--- src/dht_pkg.sv ---
// package for the double hash table engine: widths, codes, control structs
// no dependencies
package dht_pkg;
	localparam int TABLE_DEPTH = 1024;
	localparam int KEY_BYTES = 8;
	localparam int IDX_W = $clog2(TABLE_DEPTH);
	localparam int SIZE_W = 11;
	localparam int CNT_W = IDX_W + 1;
	localparam int HASH_W = 64;

	localparam logic [1:0] KIND_INSERT = 2'd0;
	localparam logic [1:0] KIND_SEARCH = 2'd1;
	localparam logic [1:0] KIND_DELETE = 2'd2;
	localparam logic [1:0] KIND_UNUSED = 2'd3;

	localparam logic [2:0] ST_INSERTED = 3'd0;
	localparam logic [2:0] ST_REPLACED = 3'd1;
	localparam logic [2:0] ST_FOUND = 3'd2;
	localparam logic [2:0] ST_DELETED = 3'd3;
	localparam logic [2:0] ST_NOT_FOUND = 3'd4;
	localparam logic [2:0] ST_FULL = 3'd5;

	// slot flags as {occupied, tombstone}
	localparam logic [1:0] FLAG_EMPTY = 2'b00;
	localparam logic [1:0] FLAG_LIVE = 2'b10;
	localparam logic [1:0] FLAG_TOMB = 2'b11;

	typedef enum logic [3:0] {
		S_CLEAR, S_IDLE, S_MOD, S_READ, S_CHECK, S_WRITE
	} state_t;

	// controller to datapath
	typedef struct packed {
		logic load;      // capture input beat, start reductions
		logic mod_step;  // one bit of both reductions
		logic read;      // issue slot read at current position
		logic advance;   // move to next probe position
		logic commit;    // write final result and any table update
		logic clear_out; // result taken
	} dht_cmd_t;

	// datapath to controller
	typedef struct packed {
		logic clear_done; // flag clearing pass after reset finished
		logic mod_done;
		logic probe_end; // chain ends at this probe (empty, match or limit)
		logic out_valid;
	} dht_stat_t;
endpackage

--- src/dht_ctrl.sv ---
// controller state machine of the double hash table engine
// depends on dht_pkg
module dht_ctrl import dht_pkg::*; (
	input  logic      clk,
	input  logic      arst_n,
	input  logic      in_valid,
	output logic      in_stall,
	input  logic      out_stall,
	input  dht_stat_t stat,
	output dht_cmd_t  cmd
);
	state_t state_q, state_d;

	// state register
	always_ff @(posedge clk or negedge arst_n) begin
		if (!arst_n) state_q <= S_CLEAR;
		else state_q <= state_d;
	end

	// next state and commands
	always_comb begin
		state_d = state_q;
		cmd = '0;
		in_stall = 1'b1;
		cmd.clear_out = stat.out_valid && !out_stall;
		case (state_q)
			S_CLEAR: begin
				if (stat.clear_done) state_d = S_IDLE;
			end
			S_IDLE: begin
				in_stall = 1'b0;
				if (in_valid) begin
					cmd.load = 1'b1;
					state_d = S_MOD;
				end
			end
			S_MOD: begin
				if (stat.mod_done) state_d = S_READ;
				else cmd.mod_step = 1'b1;
			end
			S_READ: begin
				cmd.read = 1'b1;
				state_d = S_CHECK;
			end
			S_CHECK: begin
				if (stat.probe_end) state_d = S_WRITE;
				else begin
					cmd.advance = 1'b1;
					state_d = S_READ;
				end
			end
			S_WRITE: begin
				if (!stat.out_valid || !out_stall) begin
					cmd.commit = 1'b1;
					cmd.clear_out = 1'b0;
					state_d = S_IDLE;
				end
			end
			default: state_d = S_IDLE;
		endcase
	end
endmodule

--- config.mk ---
export PLATFORM = sky130hd
export DESIGN_NAME = dht_ctrl
export DESIGN_NICKNAME = d
export VERILOG_FILES = /design/src/dht_pkg.sv /design/src/dht_ctrl.sv
export SDC_FILE = /design/constraint.sdc
export NUM_CORES = 1
export LEC_CHECK = 0
export BUFFER_PORTS_ARGS = -buffer_cell sky130_fd_sc_hd__buf_2
export CAP_MARGIN = 20
export CORE_AREA = 2 2 39 41
export CTS_CLUSTER_DIAMETER = 80
export DETAILED_ROUTE_END_ITERATION = 6
export DIE_AREA = 0 0 41 43
export REMOVE_ABC_BUFFERS = 1
export SYNTH_ARGS = -nofsm -noshare
export SYNTH_HDL_FRONTEND = slang
export SYNTH_SLANG_ARGS = --single-unit
--- constraint.sdc ---
create_clock -name clk -period 0.97 [get_ports clk]
set_input_delay 0.194 -clock clk [delete_from_list [all_inputs] [get_ports clk]]
set_output_delay 0.194 -clock clk [all_outputs]
set_load 0.05 [all_outputs]
==> flow_summary.toml <==
[synthesis]
yosysMostFrequentCell = "dfrtp_1"
ys_ff_latch = 3
async_flop_share_pct = 100
synth-warning-count = 0
synth.top_cell.area_share_pct = 37.0
synth_ff_type = "dfrtp_1"
seq_area_frac_synth_pct = 37.0
synth_cell_types = 17
ys_top_cells_by_area = "dfrtp_1, nor4b_2, nand2b_1"
synth-edff-count = 0
synthCells = 24
netlist_area_um2 = 203
syn_area_per_cell_um2 = 8.45
yosysTopAreaCell = "dfrtp_1"

[sta]
hold_slack_ps = 234
max_freq_mhz = 688
hold_viol = 0
setup_viol = 10
rsz0062_at_grt = "yes"
fin_skew_ps = 2.79
slew_headroom_pct = 83.7
worstMarginPinSlew_ps = 243
finalWorstSetupSlack_ps = -484
period_minus_slack_ps = 1450
fin_crit_sh_pct = 150
slew_violations = 0

[setup_path]
path_class = "reg -> out"
crit_required_ps = 780
cp_data_arrival_time_ps = 1260
critPathMaxFanout = 8
startpoint_type = "register"
cp-end-kind = "output port"

[layout]
reg_top3 = "state_q (3)"
num_antenna_cells = 0
fillCellCount = 165
nNetsFinal = 56
largest_reg_flops = 3
stdcell_count = 63
final_layout_size_suffix_gt1_share_pct = 70.2
syn_to_final_growth_pct = 117
regMostFlops = "state_q"

[global_routing]
grt_first_pass_wirelength_um = 1020
first_global_vias = 270
grt_overflow = 0
grt_max_degree = 9
grt_usage_pct = 9.84
antenna_found_initial = 0

[die]
placementRows = 14
fp.dieH_um = 43
die_x_um = 41
ios = 15
core_area_mm2 = 0.00138
design.die.area_mm2 = 0.00176
initial_core_util_pct = 14.6

[placement]
port_buffers = 14
gp_congestion = 0.798
dp_cells = 56
dp_hpwl_um = 461

[detailed_routing]
vias = 278
vias_per_cell = 4.41
avgRoutedWirePerCell_um = 10.8
drc = 0
ant_nets = 0
drt_pre_antenna_iters = 2
wl_um = 683
drt-initial-drc-count = 2

[power]
powerDensity_mw_per_mm2 = 3540
leakage_nw = 0.208
vdd_drop_max_uv = 1130

[clocking]
clk_pin_slew_ps = 40
clk_path_buf_depth = 2
cts_tree = "built"
root_buffer = "clkbuf_4"
clk_latency_ps = 240
numClockSinks = 3
htreeDepth = 1
cts_buffers = 3

[min_path]
worstHoldPathType = "in -> reg"

[outcome]
violations = "setup timing"
status = "complete, but fails checks"

[flow_run]
maxCapViolations = 0
[cells in the final DEF, fill, tap and decap left out, types with 2 or more instances in the layout]
cell      netlist  final
buf_2           0      7
dfrtp_2         0      3
clkbuf_4        0      3
buf_6           0      7
nor3_2          0      2
buf_4           1      5
o21ai_1         1      2
[worst paths after layout]
check / startpoint / end / slack [ps] / cells after the start
max: state_q[1] / in_stall / -480 / 2
min in group asynchronous: arst_n / state_q[2] / 290 / 2
min reg2reg: state_q[1] / state_q[0] / 590 / 1
max reg2reg: state_q[0] / state_q[1] / -130 / 3
min: stat[2] / state_q[0] / 230 / 3
max in group asynchronous: arst_n / state_q[0] / 570 / 2
[per-layer routing]
layer | global-route usage (%) | wire, um | up-vias
met3 | 3.14 | 49 | 6
met1 | 9.97 | 262 | 120
li1 | - | - | 136
met5 | 0 | 0 | -
met4 | 16.0 | 62 | 0
met2 | 11.6 | 309 | 16
[where the power goes]
group	internal (W)	total (W)	switching, W
registers	0.000197	0.000337	0.000140
logic	0.000455	0.000988	0.000533
clock network	0.000155	0.000228	0.0000731
total	0.000807	0.00155	0.000746
[cells by family (layout without fill, tap and decap cells)]
family,Yosys count,count (layout),share of synthesized area (%)
DFF,3,3,37.0
and+or+nand+nor,13,13,40.7
AOI/OAI and AO/OA,6,6,16.7
buffers and inverters,2,25,5.56
[worst max-delay path: stages (launching register included)]
cell     delay [ps]
dfrtp_2         470
or3_4           400
buf_6           160
[cell type report]
type	instances	area (um2)	area share, %
clock buffers	4	26.3	5.98
inverters	1	3.75	0.855
multi-input cells	19	149	33.9
flip-flops and latches	3	78.8	17.9
well taps	16	20.0	4.56
repair buffers	20	161	36.8
[per-stage QoR]
step           power (W)  area [um2]  utilization (%)  TNS (ps)  worst slack (ps)
2_1_floorplan   0.000783         195                -     -5360              -922
3_3_place_gp     0.00102         308             22.2     -2260              -353
3_5_place_dp     0.00103         308             22.2     -2390              -345
4_1_cts          0.00148         408             29.5     -3390              -470
5_1_grt          0.00166         439             31.7     -3940              -518
6_report         0.00155         439             31.7     -3380              -484
[timing repair]
| item | CTS | global route |
|---|---|---|
| hold buffers | 1 | 0 |
| pin swaps | 0 | 1 |
| setup buffers | 2 | 0 |
| setup endpoints to repair | 10 | 10 |
| endpoints found under the hold margin | 3 | 0 |
| resized for setup | 18 | 8 |
Note: power is estimated with default switching activity, not from simulation.
